--- config.mk ---
export PLATFORM = sky130hd
export DESIGN_NAME = debounced_clock_setting_menu
export DESIGN_NICKNAME = d
export VERILOG_FILES = /design/src/rtl/dcsm_pkg.sv /design/src/rtl/dcsm_lane.sv /design/src/rtl/dcsm_menu.sv /design/src/rtl/debounced_clock_setting_menu.sv
export VERILOG_INCLUDE_DIRS = /design/src /design/src/rtl
export SDC_FILE = /design/constraint.sdc
export NUM_CORES = 1
export LEC_CHECK = 0
export BUFFER_PORTS_ARGS = -buffer_cell sky130_fd_sc_hd__buf_4
export CORE_ASPECT_RATIO = 2
export CORE_MARGIN = 2
export CORE_UTILIZATION = 56
export CTS_BUF_LIST = sky130_fd_sc_hd__clkbuf_4
export DETAILED_ROUTE_END_ITERATION = 8
export PLACE_DENSITY = 0.89
export SETUP_SLACK_MARGIN = 0.1
export SYNTH_ARGS = -nofsm -noshare
export SYNTH_HDL_FRONTEND = slang
export SYNTH_SLANG_ARGS = --single-unit
--- constraint.sdc ---
create_clock -name clk -period 5.8 [get_ports clk]
set_input_delay 0.58 -clock clk [delete_from_list [all_inputs] [get_ports clk]]
set_output_delay 0.58 -clock clk [all_outputs]
set_load 0.05 [all_outputs]
--- src/rtl/debounced_clock_setting_menu_assert.svh ---
// Assertion macros shared by the clock setting menu modules.
`ifndef DEBOUNCED_CLOCK_SETTING_MENU_ASSERT_SVH
`define DEBOUNCED_CLOCK_SETTING_MENU_ASSERT_SVH

// Same-cycle implication, checked on every rising edge outside reset.
`define DCSM_ASSERT_IMPLIES(lbl, ante, cons) \
    lbl: assert property (@(posedge clk) disable iff (!rst_n) (ante) |-> (cons)) \
        else $error("clock setting menu check failed");

// Next-cycle implication, checked on every rising edge outside reset.
`define DCSM_ASSERT_NEXT(lbl, ante, cons) \
    lbl: assert property (@(posedge clk) disable iff (!rst_n) (ante) |=> (cons)) \
        else $error("clock setting menu check failed");

`endif

--- src/rtl/dcsm_pkg.sv ---
// Types and constants shared by the clock setting menu modules.
package dcsm_pkg;

    localparam int CNT_BITS = 17;
    localparam int CMP_W    = (CNT_BITS > 16) ? CNT_BITS : 16;
    localparam logic [CNT_BITS-1:0] CNT_MAX = {CNT_BITS{1'b1}};

    localparam logic [15:0] DEBOUNCE_RESET = 16'd50;

    localparam logic [4:0] HOUR24_TOP = 5'd23;
    localparam logic [4:0] HOUR12_TOP = 5'd12;
    localparam logic [5:0] MINUTE_TOP = 6'd59;
    localparam logic [2:0] WDAY_TOP   = 3'd7;
    localparam logic [4:0] DATE_TOP   = 5'd31;
    localparam logic [3:0] MONTH_TOP  = 4'd12;
    localparam logic [6:0] YEAR_TOP   = 7'd99;

    typedef enum logic {
        OP_TICK,
        OP_LOAD
    } opcode_t;

    typedef enum logic [1:0] {
        REC_TIME,
        REC_ALARM1,
        REC_ALARM2
    } rec_sel_t;

    typedef enum logic [2:0] {
        DISP_SHOW_TIME,
        DISP_SHOW_ALARM1,
        DISP_SHOW_ALARM2,
        DISP_SET_TIME,
        DISP_SET_ALARM1,
        DISP_SET_ALARM2
    } disp_t;

    typedef enum logic [1:0] {
        SET_NONE,
        SET_MOVE,
        SET_CHANGE
    } set_t;

    typedef enum logic [2:0] {
        FLD_HOUR,
        FLD_MINUTE,
        FLD_SECOND,
        FLD_PM,
        FLD_WDAY,
        FLD_DATE,
        FLD_MONTH,
        FLD_YEAR
    } field_t;

    typedef enum logic [2:0] {
        REQ_NONE,
        REQ_READ_TIME,
        REQ_READ_ALARM1,
        REQ_READ_ALARM2,
        REQ_WRITE_TIME,
        REQ_WRITE_ALARM1,
        REQ_WRITE_ALARM2
    } req_t;

    typedef struct packed {
        logic [4:0] hour;
        logic [5:0] minute;
        logic [5:0] second;
        logic [2:0] wday;
        logic [4:0] date;
        logic [3:0] month;
        logic [6:0] year;
        logic       pm;
        logic       twelve;
    } rec_t;

    typedef struct packed {
        logic back;
        logic center;
        logic right;
    } press_t;

    typedef struct packed {
        disp_t  display_mode;
        set_t   setting_mode;
        field_t field_target;
        req_t   clock_request;
        rec_t   shown;
    } res_t;

endpackage

--- src/rtl/dcsm_lane.sv ---
// Debounce lane for one active-low button: hold counter, stable level, press detect.
module dcsm_lane
    import dcsm_pkg::*;
(
    input  logic        clk,
    input  logic        rst_n,
    input  logic        en,
    input  logic        level,
    input  logic [15:0] debounce_samples,
    output logic        press
);

    logic                prev_reg;
    logic                stable_reg;
    logic [CNT_BITS-1:0] count_reg;
    logic [CNT_BITS-1:0] count_next;
    logic                stable_next;
    logic                fire;

    always_comb
    begin
        if (level != prev_reg)
        begin
            count_next = '0;
        end
        else if (count_reg == CNT_MAX)
        begin
            count_next = count_reg;
        end
        else
        begin
            count_next = count_reg + {{(CNT_BITS-1){1'b0}}, 1'b1};
        end
        fire        = (CMP_W'(count_next) > CMP_W'(debounce_samples)) && (level != stable_reg);
        stable_next = fire ? level : stable_reg;
        press       = en && fire && !level;
    end

    always_ff @(posedge clk or negedge rst_n)
    begin
        if (!rst_n)
        begin
            prev_reg   <= 1'b0;
            stable_reg <= 1'b0;
            count_reg  <= '0;
        end
        else if (en)
        begin
            prev_reg   <= level;
            stable_reg <= stable_next;
            count_reg  <= count_next;
        end
    end

endmodule

--- src/rtl/dcsm_menu.sv ---
// Menu merge stage: applies the lanes' presses in order and holds the three records.
`include "debounced_clock_setting_menu_assert.svh"

module dcsm_menu
    import dcsm_pkg::*;
(
    input  logic     clk,
    input  logic     rst_n,
    input  logic     en,
    input  logic     load,
    input  press_t   presses,
    input  rec_sel_t record_select,
    input  rec_t     load_rec,
    output res_t     result
);

    disp_t  disp_reg, disp_next;
    set_t   set_reg, set_next;
    field_t fld_reg, fld_next;
    req_t   req_next;
    rec_t   time_reg, time_next;
    rec_t   al1_reg, al1_next;
    rec_t   al2_reg, al2_next;

    function automatic rec_t bump(rec_t r, field_t f, rec_sel_t sel);
        rec_t n;
        begin
            n = r;
            case (f)
                FLD_HOUR:
                begin
                    if (r.twelve)
                    begin
                        n.hour = (r.hour >= HOUR12_TOP) ? 5'd1 : r.hour + 5'd1;
                    end
                    else
                    begin
                        n.hour = (r.hour >= HOUR24_TOP) ? 5'd0 : r.hour + 5'd1;
                    end
                end
                FLD_MINUTE:
                begin
                    n.minute = (r.minute >= MINUTE_TOP) ? 6'd0 : r.minute + 6'd1;
                end
                FLD_SECOND:
                begin
                    if (sel != REC_ALARM2)
                    begin
                        n.second = 6'd0;
                    end
                end
                FLD_PM:
                begin
                    n.pm = ~r.pm;
                end
                FLD_WDAY:
                begin
                    n.wday = (r.wday >= WDAY_TOP) ? 3'd1 : r.wday + 3'd1;
                end
                FLD_DATE:
                begin
                    n.date = (r.date >= DATE_TOP) ? 5'd1 : r.date + 5'd1;
                end
                FLD_MONTH:
                begin
                    if (sel == REC_TIME)
                    begin
                        n.month = (r.month >= MONTH_TOP) ? 4'd1 : r.month + 4'd1;
                    end
                end
                default:
                begin
                    if (sel == REC_TIME)
                    begin
                        n.year = (r.year >= YEAR_TOP) ? 7'd0 : r.year + 7'd1;
                    end
                end
            endcase
            return n;
        end
    endfunction

    // Next state: back, then center, then right, then a record load.
    always_comb
    begin
        disp_next = disp_reg;
        set_next  = set_reg;
        fld_next  = fld_reg;
        req_next  = REQ_NONE;
        time_next = time_reg;
        al1_next  = al1_reg;
        al2_next  = al2_reg;

        if (presses.back)
        begin
            case (set_next)
                SET_NONE:
                begin
                    disp_next = DISP_SHOW_TIME;
                end
                SET_CHANGE:
                begin
                    set_next = SET_MOVE;
                    case (disp_next)
                        DISP_SET_TIME:   req_next = REQ_WRITE_TIME;
                        DISP_SET_ALARM1: req_next = REQ_WRITE_ALARM1;
                        DISP_SET_ALARM2: req_next = REQ_WRITE_ALARM2;
                        default:         req_next = req_next;
                    endcase
                end
                SET_MOVE:
                begin
                    set_next = SET_NONE;
                    case (disp_next)
                        DISP_SET_TIME:   disp_next = DISP_SHOW_TIME;
                        DISP_SET_ALARM1: disp_next = DISP_SHOW_ALARM1;
                        DISP_SET_ALARM2: disp_next = DISP_SHOW_ALARM2;
                        default:         disp_next = disp_next;
                    endcase
                end
                default:
                begin
                    set_next = set_next;
                end
            endcase
        end

        if (presses.center)
        begin
            case (set_next)
                SET_NONE:
                begin
                    case (disp_next)
                        DISP_SHOW_TIME:
                        begin
                            disp_next = DISP_SET_TIME;
                            set_next  = SET_MOVE;
                        end
                        DISP_SHOW_ALARM1:
                        begin
                            disp_next = DISP_SET_ALARM1;
                            set_next  = SET_MOVE;
                        end
                        DISP_SHOW_ALARM2:
                        begin
                            disp_next = DISP_SET_ALARM2;
                            set_next  = SET_MOVE;
                        end
                        default:
                        begin
                            disp_next = disp_next;
                        end
                    endcase
                end
                SET_MOVE:
                begin
                    set_next = SET_CHANGE;
                end
                default:
                begin
                    set_next = set_next;
                end
            endcase
        end

        if (presses.right)
        begin
            case (set_next)
                SET_NONE:
                begin
                    case (disp_next)
                        DISP_SHOW_TIME:
                        begin
                            req_next  = REQ_READ_ALARM1;
                            disp_next = DISP_SHOW_ALARM1;
                        end
                        DISP_SHOW_ALARM1:
                        begin
                            req_next  = REQ_READ_ALARM2;
                            disp_next = DISP_SHOW_ALARM2;
                        end
                        DISP_SHOW_ALARM2:
                        begin
                            req_next  = REQ_READ_TIME;
                            disp_next = DISP_SHOW_TIME;
                        end
                        default:
                        begin
                            disp_next = disp_next;
                        end
                    endcase
                end
                SET_CHANGE:
                begin
                    case (disp_next)
                        DISP_SET_TIME:   time_next = bump(time_reg, fld_next, REC_TIME);
                        DISP_SET_ALARM1: al1_next  = bump(al1_reg, fld_next, REC_ALARM1);
                        DISP_SET_ALARM2: al2_next  = bump(al2_reg, fld_next, REC_ALARM2);
                        default:         time_next = time_reg;
                    endcase
                end
                SET_MOVE:
                begin
                    if (fld_next == FLD_DATE)
                    begin
                        if (disp_next == DISP_SET_ALARM1 || disp_next == DISP_SET_ALARM2)
                        begin
                            fld_next = FLD_HOUR;
                        end
                        else
                        begin
                            fld_next = FLD_MONTH;
                        end
                    end
                    else
                    begin
                        fld_next = field_t'(fld_next + 3'd1);
                    end
                end
                default:
                begin
                    set_next = set_next;
                end
            endcase
        end

        if (load)
        begin
            case (record_select)
                REC_TIME:
                begin
                    time_next = load_rec;
                end
                REC_ALARM1:
                begin
                    al1_next       = load_rec;
                    al1_next.month = al1_reg.month;
                    al1_next.year  = al1_reg.year;
                end
                REC_ALARM2:
                begin
                    al2_next       = load_rec;
                    al2_next.month = al2_reg.month;
                    al2_next.year  = al2_reg.year;
                end
                default:
                begin
                    time_next = time_reg;
                end
            endcase
        end
    end

    // Outputs: the state after this transaction.
    always_comb
    begin
        result.display_mode  = disp_next;
        result.setting_mode  = set_next;
        result.field_target  = fld_next;
        result.clock_request = req_next;
        case (disp_next)
            DISP_SHOW_ALARM1, DISP_SET_ALARM1: result.shown = al1_next;
            DISP_SHOW_ALARM2, DISP_SET_ALARM2: result.shown = al2_next;
            default:                           result.shown = time_next;
        endcase
    end

    always_ff @(posedge clk or negedge rst_n)
    begin
        if (!rst_n)
        begin
            disp_reg <= DISP_SHOW_TIME;
            set_reg  <= SET_NONE;
            fld_reg  <= FLD_HOUR;
            time_reg <= '0;
            al1_reg  <= '0;
            al2_reg  <= '0;
        end
        else if (en)
        begin
            disp_reg <= disp_next;
            set_reg  <= set_next;
            fld_reg  <= fld_next;
            time_reg <= time_next;
            al1_reg  <= al1_next;
            al2_reg  <= al2_next;
        end
    end

    `DCSM_ASSERT_IMPLIES(a_setting_in_set_view, set_reg != SET_NONE,
        disp_reg == DISP_SET_TIME || disp_reg == DISP_SET_ALARM1 || disp_reg == DISP_SET_ALARM2)
    `DCSM_ASSERT_IMPLIES(a_idle_in_show_view, set_reg == SET_NONE,
        disp_reg == DISP_SHOW_TIME || disp_reg == DISP_SHOW_ALARM1 ||
        disp_reg == DISP_SHOW_ALARM2)
    `DCSM_ASSERT_IMPLIES(a_alarm_month_year_zero, 1'b1,
        al1_reg.month == 4'd0 && al1_reg.year == 7'd0 &&
        al2_reg.month == 4'd0 && al2_reg.year == 7'd0)

endmodule

--- src/rtl/debounced_clock_setting_menu.sv ---
// Top level of the debounced clock setting menu: lanes, menu stage and output register.
//
// Input channel (in_valid/in_ready): one transaction per button sample tick (opcode 0)
// or per record load (opcode 1). A tick feeds the three button levels to three debounce
// lanes that work side by side; the menu stage applies their presses in the order back,
// center, right. A load writes the record chosen by record_select (alarms keep month, year).
// Output channel (out_valid/out_ready): exactly one transaction per input transaction,
// showing modes, selected field, clock request and the shown record after that item.
// Configuration channel (cfg_valid/cfg_ready/cfg_data) writes debounce_samples; it is
// always ready. Write it only while no transaction is in flight.
// The result is registered and is valid in the cycle after the input transaction is accepted.
// Throughput: one transaction per cycle while the output is not stalled, set by the
// combinational lane-and-menu path into the output register.
// When the receiver stalls, the output register holds its result and in_ready stays high
// only when that register is empty or being drained the same cycle.
// Reset clears modes, debounce lanes and all records to zero, debounce_samples to 50,
// and empties the output register.
`include "debounced_clock_setting_menu_assert.svh"

module debounced_clock_setting_menu
    import dcsm_pkg::*;
(
    input  logic        clk,
    input  logic        rst_n,

    input  logic        cfg_valid,
    output logic        cfg_ready,
    input  logic [15:0] cfg_data,

    input  logic        in_valid,
    output logic        in_ready,
    input  logic        opcode,
    input  logic [2:0]  button_levels,
    input  logic [1:0]  record_select,
    input  logic [4:0]  load_hour,
    input  logic [5:0]  load_minute,
    input  logic [5:0]  load_second,
    input  logic [2:0]  load_wday,
    input  logic [4:0]  load_date,
    input  logic [3:0]  load_month,
    input  logic [6:0]  load_year,
    input  logic        load_pm,
    input  logic        load_twelve_hour,

    output logic        out_valid,
    input  logic        out_ready,
    output logic [2:0]  display_mode,
    output logic [1:0]  setting_mode,
    output logic [2:0]  field_target,
    output logic [2:0]  clock_request,
    output logic [4:0]  shown_hour,
    output logic [5:0]  shown_minute,
    output logic [5:0]  shown_second,
    output logic [2:0]  shown_wday,
    output logic [4:0]  shown_date,
    output logic [3:0]  shown_month,
    output logic [6:0]  shown_year,
    output logic [1:0]  shown_flags
);

    logic [15:0] debounce_reg;
    logic        valid_reg, valid_next;
    res_t        out_reg;
    res_t        result;
    logic        accept;
    logic        tick;
    logic        load;
    logic [2:0]  press_bits;
    press_t      presses;
    rec_t        load_rec;

    assign cfg_ready = 1'b1;
    assign in_ready  = !valid_reg || out_ready;
    assign accept    = in_valid && in_ready;
    assign tick      = accept && (opcode == OP_TICK);
    assign load      = accept && (opcode == OP_LOAD);

    genvar i;
    generate
        for (i = 0; i < 3; i++)
        begin : g_lane
            dcsm_lane u_lane (
                .clk              (clk),
                .rst_n            (rst_n),
                .en               (tick),
                .level            (button_levels[i]),
                .debounce_samples (debounce_reg),
                .press            (press_bits[i])
            );
        end
    endgenerate

    assign presses.back   = press_bits[0];
    assign presses.center = press_bits[1];
    assign presses.right  = press_bits[2];

    always_comb
    begin
        load_rec.hour   = load_hour;
        load_rec.minute = load_minute;
        load_rec.second = load_second;
        load_rec.wday   = load_wday;
        load_rec.date   = load_date;
        load_rec.month  = load_month;
        load_rec.year   = load_year;
        load_rec.pm     = load_pm;
        load_rec.twelve = load_twelve_hour;
    end

    dcsm_menu u_menu (
        .clk           (clk),
        .rst_n         (rst_n),
        .en            (accept),
        .load          (load),
        .presses       (presses),
        .record_select (rec_sel_t'(record_select)),
        .load_rec      (load_rec),
        .result        (result)
    );

    assign valid_next = accept || (valid_reg && !out_ready);

    always_ff @(posedge clk or negedge rst_n)
    begin
        if (!rst_n)
        begin
            debounce_reg <= DEBOUNCE_RESET;
            valid_reg    <= 1'b0;
        end
        else
        begin
            valid_reg <= valid_next;
            if (cfg_valid && cfg_ready)
            begin
                debounce_reg <= cfg_data;
            end
        end
    end

    always_ff @(posedge clk)
    begin
        if (accept)
        begin
            out_reg <= result;
        end
    end

    assign out_valid     = valid_reg;
    assign display_mode  = out_reg.display_mode;
    assign setting_mode  = out_reg.setting_mode;
    assign field_target  = out_reg.field_target;
    assign clock_request = out_reg.clock_request;
    assign shown_hour    = out_reg.shown.hour;
    assign shown_minute  = out_reg.shown.minute;
    assign shown_second  = out_reg.shown.second;
    assign shown_wday    = out_reg.shown.wday;
    assign shown_date    = out_reg.shown.date;
    assign shown_month   = out_reg.shown.month;
    assign shown_year    = out_reg.shown.year;
    assign shown_flags   = {out_reg.shown.twelve, out_reg.shown.pm};

    `DCSM_ASSERT_IMPLIES(a_write_req_matches_view,
        valid_reg && (out_reg.clock_request == REQ_WRITE_TIME ||
        out_reg.clock_request == REQ_WRITE_ALARM1 || out_reg.clock_request == REQ_WRITE_ALARM2),
        3'(out_reg.display_mode + 3'd1) == out_reg.clock_request)
    `DCSM_ASSERT_NEXT(a_load_gives_no_request, load,
        valid_reg && out_reg.clock_request == REQ_NONE)

endmodule

Yosys cells after proc, flatten, opt, wreduce, memory -nomap -nowiden
Index checks and enable logic that the tools add are counted.
{"block": "totals", "regBits": 245, "in_bits": 65, "output_inout_bits": 52}
{"block": "op_classes", "n_addsub": 18, "order_cmp": 20, "n_eq_ne": 36, "mux": 85, "n_bitwise": 4, "n_reduce_logical": 36}
{"operator": "$mux 38", "count": 14}
{"operator": "$pmux 38 s2", "count": 2}
{"operator": "$mux 17", "count": 6}
{"operator": "$mux 5", "count": 18}
{"operator": "$mux 3", "count": 19}
{"operator": "$add 17x1->17 const B", "count": 3}
{"operator": "$eq 17x17->1 const B", "count": 3}
{"operator": "$gt 17x16->1", "count": 3}
{"operator": "$mux 6", "count": 8}
{"operator": "$pmux 3 s3", "count": 5}
{"operator": "$add 5x1->5 const B", "count": 6}
{"operator": "$ge 5x5->1 const B", "count": 6}
{"operator": "$eq 3x3->1 const B", "count": 9}
{"operator": "$eq 3x2->1 const B", "count": 7}
{"operator": "$add 6x1->6 const B", "count": 3}
{"operator": "$ge 6x6->1 const B", "count": 3}
{"operator": "$ge 5x4->1 const B", "count": 3}
{"operator": "$mux 7", "count": 2}
{"operator": "$logic_and 1x1->1", "count": 13}
{"operator": "$add 3x1->3 const B", "count": 4}
{"operator": "$eq 3x1->1 const B", "count": 4}
{"operator": "$ge 3x3->1 const B", "count": 3}
{"operator": "$logic_not 3->1", "count": 3}
{"operator": "$eq 2x1->1 const B", "count": 4}
{"operator": "19 further kinds", "count": 48}

Logic depth before layout (Yosys ltp)
Gate-level depths: netlist (run 1).
{"block": "depth", "depth_word": 19, "ltp_mapped": 27}

By module
A second synthesis (run 1) with hierarchy kept.
{"block": "unflattened", "hier_cells": 1861, "hier_area_um2": 16261.8}
{"module": "dcsm_menu", "n_inst": 1, "cells_per_inst": 1095, "area_per_inst_um2": 8808.4}
{"module": "dcsm_lane", "n_inst": 3, "cells_per_inst": 225, "area_per_inst_um2": 1752.9}
{"module": "debounced_clock_setting_menu", "n_inst": 1, "cells_per_inst": 91, "area_per_inst_um2": 2194.6}

Worst setup path after synthesis (run 1)
OpenSTA, ideal clock, no wires.
{"block": "synth_path", "path_kind": "flip-flop to flip-flop", "start": "register g_lane[1].u_lane.count_reg[0]", "end": "register out_reg (netlist bit shown_minute[4]), data pin", "setup_ns": 0.259, "arrival_ns": 5.172, "t_required_ns": 5.541, "slack_ns": 0.369, "path_stages_with_launch": 24, "path_buffers": 0, "cell_sequence": "dfrtp_1 ha_1 nand3_1 nor3_4 nand3_1 and4_1 nand3_1 nor2_1 and2_1 nand2_1 xor2_1 nor2_1 ha_1 nand4_1 nor4_2 o31ai_1 a211oi_1 o21bai_2 a211oi_4 a22oi_1 or4_1 a31oi_1 o31ai_1 a211o_1"}
{"element": "start, declared", "line_no": "dcsm_lane.sv:15", "source": "logic [CNT_BITS-1:0] count_reg;"}
{"element": "start signal, assigned", "line_no": "dcsm_lane.sv:51", "source": "count_reg <= count_next;"}
{"element": "end signal, assigned", "line_no": "debounced_clock_setting_menu.sv:144", "source": "out_reg <= result;"}
{"element": "end, declared", "line_no": "debounced_clock_setting_menu.sv:63", "source": "res_t out_reg;"}

==> impl_metrics.env, run 1 <==
export IMPL_status="finished, final reports clean"
export IMPL_die_y_um=230.0
export IMPL_tightest_slew_ns=1.229
export IMPL_fin_util=0.6905
export IMPL_path_max_fanout=6
export IMPL_fmax_ghz=0.1747
export IMPL_coreArea_mm2=0.02503
export IMPL_max_stage_delay_ns=0.47
export IMPL_netlist_cell_type_count=102
export IMPL_syn_to_final_growth_pct=20.88
export IMPL_critical_path_required_ns=6.42
export IMPL_setup_worst_path_start_class="flop"
export IMPL_portBuffers=115
export IMPL_ys_seq_elements=223
export IMPL_async_reset_ff_frac=0.7803
export IMPL_drt_wirelength_per_cell_um=21.87
export IMPL_critPathArrivalTime_ns=6.35
export IMPL_syn_area_mm2=0.01430
export IMPL_die_area_mm2=0.02691
export IMPL_r2r_slack_ns=0.07
export IMPL_numCtsBuffers=54
export IMPL_cts_buffer_depth=3
export IMPL_grt_setup_unrepaired="true"
export IMPL_r2r_end="shown_minute[4]"
export IMPL_grt_usage=0.3479
export IMPL_num_fill_cells=1948
export IMPL_finalHoldViolations=0
export IMPL_via_count=14350
export IMPL_gr_total_overflow=0
export IMPL_synth_ff_type="dfrtp_1"
export IMPL_drt_pre_antenna_iters=6
export IMPL_fin_crit_ns=5.726
export IMPL_drc_errors=0
export IMPL_min_to="u_menu.time_reg[9]"
export IMPL_globalRoute_busiestLayer="met2"
export IMPL_vias_per_cell=6.494
export IMPL_ys_warn_count=0
export IMPL_clock_latency_ns=0.77
export IMPL_seqCellArea_mm2=0.005832
export IMPL_grt_max_degree=68
export IMPL_drive_gt1_frac=0.2292
export IMPL_vdd_drop_max_v=0.0002203
export IMPL_dieWidth_um=117.0
export IMPL_clk_pin_slew_ns=0.08
export IMPL_cts_root_buf="clkbuf_4"
export IMPL_min_path_cells=3
export IMPL_hold_ws_ns=0.03418
export IMPL_fin_skew_ns=0.08282
export IMPL_worstSetupPathType="reg2reg"
export IMPL_design_area_mm2=0.01729
export IMPL_dpl_hpwl_um=33270
export IMPL_ios=117
export IMPL_final_setup_viol_count=0
export IMPL_ff2ff_path_depth=28
export IMPL_syn_area_per_cell_um2=8.833
export IMPL_largest_reg_flops=51
export IMPL_initial_utilization=0.5712
export IMPL_slew_viol_final=0
export IMPL_power_density_mw_per_mm2=271.2
export IMPL_yosys_area_top_type_share=0.2992
export IMPL_total_leakage_power_nw=7.873
export IMPL_use_met1=0.3504
export IMPL_grt_pass1_vias=14190
export IMPL_fin_crit_sh=0.9872
export IMPL_cp_slowest_cell="dfrtp_1"
export IMPL_crit_path_end_kind="flop"
export IMPL_multi_input_area_mm2=0.008401
export IMPL_grt_util_met3=0.06537
export IMPL_slew_headroom=0.1788
export IMPL_wl_um=48320
export IMPL_place_gp_congestion=1.033
export IMPL_ant_nets=0
export IMPL_met2_usage=0.6022
export IMPL_cts_sinks=223
export IMPL_synth_fp_nets=1767
export IMPL_worstHoldStart="load_month[0]"
export IMPL_synth_seq_area_share=0.4076
export IMPL_netlist_instances=1619
export IMPL_nNetsFinal=1975
export IMPL_cts_tree="yes"
export IMPL_drt_iter0_markers=1274
export IMPL_ys_top_cells_by_area="dfrtp_1, edfxtp_1, nand2_1"
export IMPL_grt_pass1_wl_um=72060
export IMPL_hold_path_class="in2reg"
export IMPL_yosys_area_top_type="dfrtp_1"
export IMPL_antenna_found_initial=1
export IMPL_maxCapViolCount=0
export IMPL_reg2reg_from="g_lane[1].u_lane.count_reg[0]"
export IMPL_synth_edf_count=49
export IMPL_dpl_cell_area_mm2=0.01585
export IMPL_rows=82
export IMPL_htree_levels=2
[where the power goes]
group          switching [mW]  total [mW]  internal, mW
clock network           0.697        1.39         0.694
registers               0.214        2.05          1.84
logic                   0.774        1.24         0.469
[routing by layer]
layer / vias to the layer above / routed length (um)
li1: 6323 / -
met4: 0 / 4698
met2: 896 / 24650
met3: 304 / 3723
met1: 6822 / 15240
met5: - / 0
[what timing repair did]
item                                   CTS  global route
endpoints found under the hold margin   63             0
pin swaps                                6            29
hold buffers                             1             0
resized for setup                       21            72
setup endpoints to repair               29            55
buffers inserted                         1            30
cloned                                   0             1
[Yosys cell counts (4+ instances only)]
| cell | count |
|---|---|
| a211o_1 | 6 |
| a211oi_1 | 13 |
| a21boi_0 | 5 |
| a21o_1 | 12 |
| a21oi_1 | 60 |
| a221o_1 | 17 |
| a22o_1 | 14 |
| a22oi_1 | 22 |
| a31oi_1 | 32 |
| a41oi_1 | 11 |
| and2_1 | 32 |
| and3_1 | 20 |
| buf_1 | 5 |
| buf_2 | 9 |
| clkbuf_1 | 45 |
| dfrtp_1 | 171 |
| edfxtp_1 | 49 |
| ha_1 | 83 |
| inv_1 | 57 |
| mux2_2 | 6 |
| mux2i_1 | 20 |
| nand2_1 | 322 |
| nand2b_1 | 14 |
| nand3_1 | 59 |
| nand4_1 | 31 |
| nor2_1 | 125 |
| nor2b_1 | 10 |
| nor3_1 | 25 |
| nor4_1 | 10 |
| nor4_2 | 4 |
| o211ai_1 | 10 |
| o21a_1 | 9 |
| o21ai_0 | 106 |
| o21ai_1 | 4 |
| o21ai_2 | 5 |
| o22ai_1 | 12 |
| o31ai_1 | 14 |
| o32ai_1 | 4 |
| or3_1 | 10 |
| or4_1 | 6 |
| xnor2_1 | 13 |
| xor2_1 | 36 |
[worst max-delay path by stage]
stage | from | slack, ns | end | cells after the start
2_1_floorplan | g_lane[1].u_lane.count_reg[0] | 0.37 | shown_minute[4] | 23
3_3_place_gp | g_lane[0].u_lane.count_reg[0] | -0.20 | shown_minute[0] | 22
3_5_place_dp | g_lane[0].u_lane.count_reg[0] | -0.23 | shown_minute[0] | 22
4_1_cts | g_lane[1].u_lane.count_reg[13] | 0.11 | shown_date[1] | 26
5_1_grt | g_lane[1].u_lane.count_reg[0] | -0.16 | shown_minute[0] | 26
6_report | g_lane[1].u_lane.count_reg[0] | 0.07 | shown_minute[4] | 28
[metrics by stage]
step	TNS, ns	setup WS [ns]	power [mW]	cells
after floorplan	0	0.3692	2.798	1619
after global placement	-0.2874	-0.1999	3.162	2074
after detailed placement	-1.046	-0.2278	3.208	2074
after CTS	0	0.1126	4.611	2177
after global routing	-2.297	-0.1581	4.913	2209
final	0	0.07431	4.688	2209
[cell type report]
class / instances / area share
Clock buffer: 89 / 0.03865
Sequential cell: 223 / 0.3374
Clock inverter: 12 / 0.003113
Antenna cell: 1 / 0.0001448
Inverter: 59 / 0.01281
Multi-Input combinational cell: 1273 / 0.4860
Timing Repair Buffer: 216 / 0.09758
Tap cell: 336 / 0.02432
[cells in the final DEF, fill, tap and decap left out, types with 11 or more instances in the layout]
cell and n:
clkbuf_4 89, nand4_1 31, a221o_1 17, o22ai_1 12, a211oi_1 12, xnor2_1 13, a41oi_1 11, xor2_1 35
a21oi_1 57, a22o_1 12, edfxtp_1 49, and3_1 20, o21ai_0 100, dfrtp_1 169, a31oi_1 27, nand2b_1 13
mux2i_1 19, ha_1 81, nor2_1 121, and2_1 29, buf_4 206, a22oi_1 20, nand3_1 55, inv_1 57
nor3_1 22, nand2_1 318, o31ai_1 12
[worst max-delay path, delay by kind of cell (launching register included)]
kind / cells / cell delay (ns)
flip-flops: 1 / 0.47
buffers and inverters: 4 / 0.69
adder cells (fa/ha/maj): 2 / 0.50
XOR/XNOR: 1 / 0.15
AO/OA/AOI/OAI: 9 / 1.88
AND/OR/NAND/NOR: 12 / 1.94
[cell families (layout without fill, tap and decap cells)]
family | Yosys count | in the layout | synth area share
simple gates | 711 | 711 | 0.2415
fa+ha+maj | 83 | 83 | 0.07262
other cells | 1 | 2 | 0.0002622
flops | 223 | 223 | 0.4076
compound gates | 399 | 399 | 0.1900
buf+inv | 123 | 376 | 0.03491
mux | 27 | 27 | 0.01969
xor+xnor | 52 | 52 | 0.03342
(Power assumes the default switching activity.)
==> run 2: changes to the inputs <==
--- a/config.mk
+++ b/config.mk
@@ -6,13 +6,14 @@
 export SDC_FILE = /design/constraint.sdc
 export NUM_CORES = 1
 export LEC_CHECK = 0
+export ABC_CLOCK_PERIOD_IN_PS = 5800
 export BUFFER_PORTS_ARGS = -buffer_cell sky130_fd_sc_hd__buf_4
 export CORE_ASPECT_RATIO = 2
 export CORE_MARGIN = 2
-export CORE_UTILIZATION = 56
+export CORE_UTILIZATION = 50
 export CTS_BUF_LIST = sky130_fd_sc_hd__clkbuf_4
 export DETAILED_ROUTE_END_ITERATION = 8
-export PLACE_DENSITY = 0.89
+export PLACE_DENSITY = 0.82
 export SETUP_SLACK_MARGIN = 0.1
 export SYNTH_ARGS = -nofsm -noshare
 export SYNTH_HDL_FRONTEND = slang
==> impl_metrics.env, run 2 (synthesis gave the netlist of run 1 again) <==
export IMPL_status="finished, final reports clean"
export IMPL_numCtsBuffers=54
export IMPL_drc_errors=0
export IMPL_nNetsFinal=1980
export IMPL_globalRoute_busiestLayer="met2"
export IMPL_dpl_cell_area_mm2=0.01595
export IMPL_syn_to_final_growth_pct=21.70
export IMPL_path_buf_inv=2
export IMPL_fin_crit_sh=0.9685
export IMPL_grt_setup_unrepaired="true"
export IMPL_power_density_mw_per_mm2=275.6
export IMPL_drt_pre_antenna_iters=7
export IMPL_total_leakage_power_nw=7.895
export IMPL_max_stage_delay_ns=0.49
export IMPL_r2r_end="shown_minute[4]"
export IMPL_clock_latency_ns=0.78
export IMPL_wl_um=47600
export IMPL_vias_per_cell=6.357
export IMPL_tightest_slew_ns=1.189
export IMPL_comb_power_share=0.259
export IMPL_ios=117
export IMPL_drive_gt1_frac=0.2210
export IMPL_grt_max_degree=64
export IMPL_fin_crit_ns=5.617
export IMPL_place_gp_congestion=1.003
export IMPL_fin_skew_ns=0.1036
export IMPL_final_setup_viol_count=0
export IMPL_worstSetupPathType="reg2reg"
export IMPL_pwr_share_clk=0.314
export IMPL_maxCapViolCount=0
export IMPL_final_common_cell="nand2_1"
export IMPL_largest_reg_flops=51
export IMPL_slew_headroom=0.2072
export IMPL_use_met1=0.3028
export IMPL_dieWidth_um=123.6
export IMPL_gr_total_overflow=0
export IMPL_dpl_hpwl_um=34090
export IMPL_cp_top_family="simple AND/OR/NAND/NOR gates"
export IMPL_path_max_fanout=5
export IMPL_finalHoldViolations=0
export IMPL_num_fill_cells=2320
export IMPL_cp_slowest_cell="or4_1"
export IMPL_initial_utilization=0.5072
export IMPL_worstHoldStart="load_month[0]"
export IMPL_coreArea_mm2=0.02819
export IMPL_die_area_mm2=0.03005
export IMPL_setup_tns_ns=0
export IMPL_grt_util_met3=0.06133
export IMPL_min_to="u_menu.time_reg[9]"
export IMPL_r2r_slack_ns=0.18
export IMPL_vdd_drop_max_v=0.0002412
export IMPL_grt_pass1_vias=14440
export IMPL_min_path_cells=3
export IMPL_portBuffers=115
export IMPL_grt_usage=0.3123
export IMPL_ant_nets=0
export IMPL_htree_levels=2
export IMPL_hold_path_class="in2reg"
export IMPL_setup_worst_path_start_class="flop"
export IMPL_drt_wirelength_per_cell_um=21.30
export IMPL_crit_path_end_kind="flop"
export IMPL_cts_tree="yes"
export IMPL_fmax_ghz=0.1780
export IMPL_p_sw_frac=0.3495
export IMPL_design_area_mm2=0.01740
export IMPL_seqCellArea_mm2=0.005831
export IMPL_via_count=14210
export IMPL_p_seq_frac=0.427
export IMPL_antenna_found_initial=1
export IMPL_final_cell_mix="nand2_1, buf_4, dfrtp_1"
export IMPL_slew_viol_final=0
export IMPL_grt_pass1_wl_um=72860
export IMPL_multi_input_area_mm2=0.008387
export IMPL_p_int_mw=3.120
export IMPL_p_switching_mw=1.676
export IMPL_ff2ff_path_depth=25
export IMPL_cts_root_buf="clkbuf_4"
export IMPL_drt_iter0_markers=1192
export IMPL_critical_path_required_ns=6.26
export IMPL_reg2reg_from="g_lane[1].u_lane.count_reg[11]"
export IMPL_critPathArrivalTime_ns=6.08
export IMPL_met2_usage=0.5436
export IMPL_cts_buffer_depth=3
export IMPL_setup_worst_path_start="g_lane[1].u_lane.count_reg[11]"
export IMPL_die_y_um=243.2
export IMPL_cts_sinks=223
export IMPL_clk_pin_slew_ns=0.07
export IMPL_rows=87
## run 2: changes by cell type in the layout (fill, tap and decap cells not counted), sizes merged
| cell | delta |
|---|---|
| buf | -3 |
| clkinv | +9 |
| inv | -2 |
| clkbuf | -10 |
| dlygate4sd3 | +8 |
| bufinv | +4 |
## run 2: timing repair
item                       4_1_cts  5_1_grt
hold endpoints to repair        60        0
resized for setup               23       67
setup endpoints to repair       35       45
buffers inserted                 2       17
cloned                           0        0
pin swaps                        3       32
hold buffers                     9        0
## run 2: cell type report
cell class                 instances  share of cell area
tap                              356             0.02559
clock inverter                    23             0.01136
timing repair buffer             221             0.09914
antenna                            1           0.0001438
clock buffer                      79             0.03408
sequential                       223              0.3350
multi-input combinational       1273              0.4819
inverter                          59             0.01273
## run 2: power groups by stage
stage | clock network [mW] | registers, mW | logic, mW
after floorplan | 0 | 2.11 | 0.686
after global placement | 0 | 2.05 | 1.12
after detailed placement | 0 | 2.06 | 1.16
after CTS | 1.53 | 2.03 | 1.18
after global routing | 1.60 | 2.07 | 1.35
final | 1.51 | 2.05 | 1.24
## run 2: tightest hold or removal path: cells and delay by family
kind / cells / cell delay, ns
AND/OR/NAND/NOR: 2 / 0.11
buffers and inverters: 1 / 0.08
## run 2: per-layer routing
metal | vias to the layer above | wire length (um) | part of all wire
li1 | 6336 | - | -
met3 | 266 | 3178 | 0.067
met2 | 755 | 24560 | 0.52
met1 | 6850 | 15010 | 0.32
met4 | 0 | 4847 | 0.10
met5 | - | 0 | 0
## run 2: stage by stage
| step | cells | util | power (mW) | worst slack, ns | hold slack, ns |
|---|---|---|---|---|---|
| 3_3_place_gp | 2104 | 0.5657 | 3.169 | -0.04821 | 0.4546 |
| 2_1_floorplan | 1619 | - | 2.798 | 0.3692 | 0.2844 |
| 5_1_grt | 2235 | 0.6173 | 5.020 | -0.09942 | 0.03592 |
| 3_5_place_dp | 2104 | 0.5657 | 3.222 | -0.1524 | 0.4649 |
| 4_1_cts | 2217 | 0.6016 | 4.746 | 0.1001 | 0.0004181 |
| 6_report | 2235 | 0.6173 | 4.796 | 0.1828 | 0.02523 |
## run 2: worst max path at each step
stage               cells past startpoint               to
CTS                                    27  shown_minute[0]
floorplan                              23  shown_minute[4]
global route                           26    shown_hour[3]
finish                                 25  shown_minute[4]
detailed placement                     24    shown_date[2]
global placement                       23  shown_minute[4]
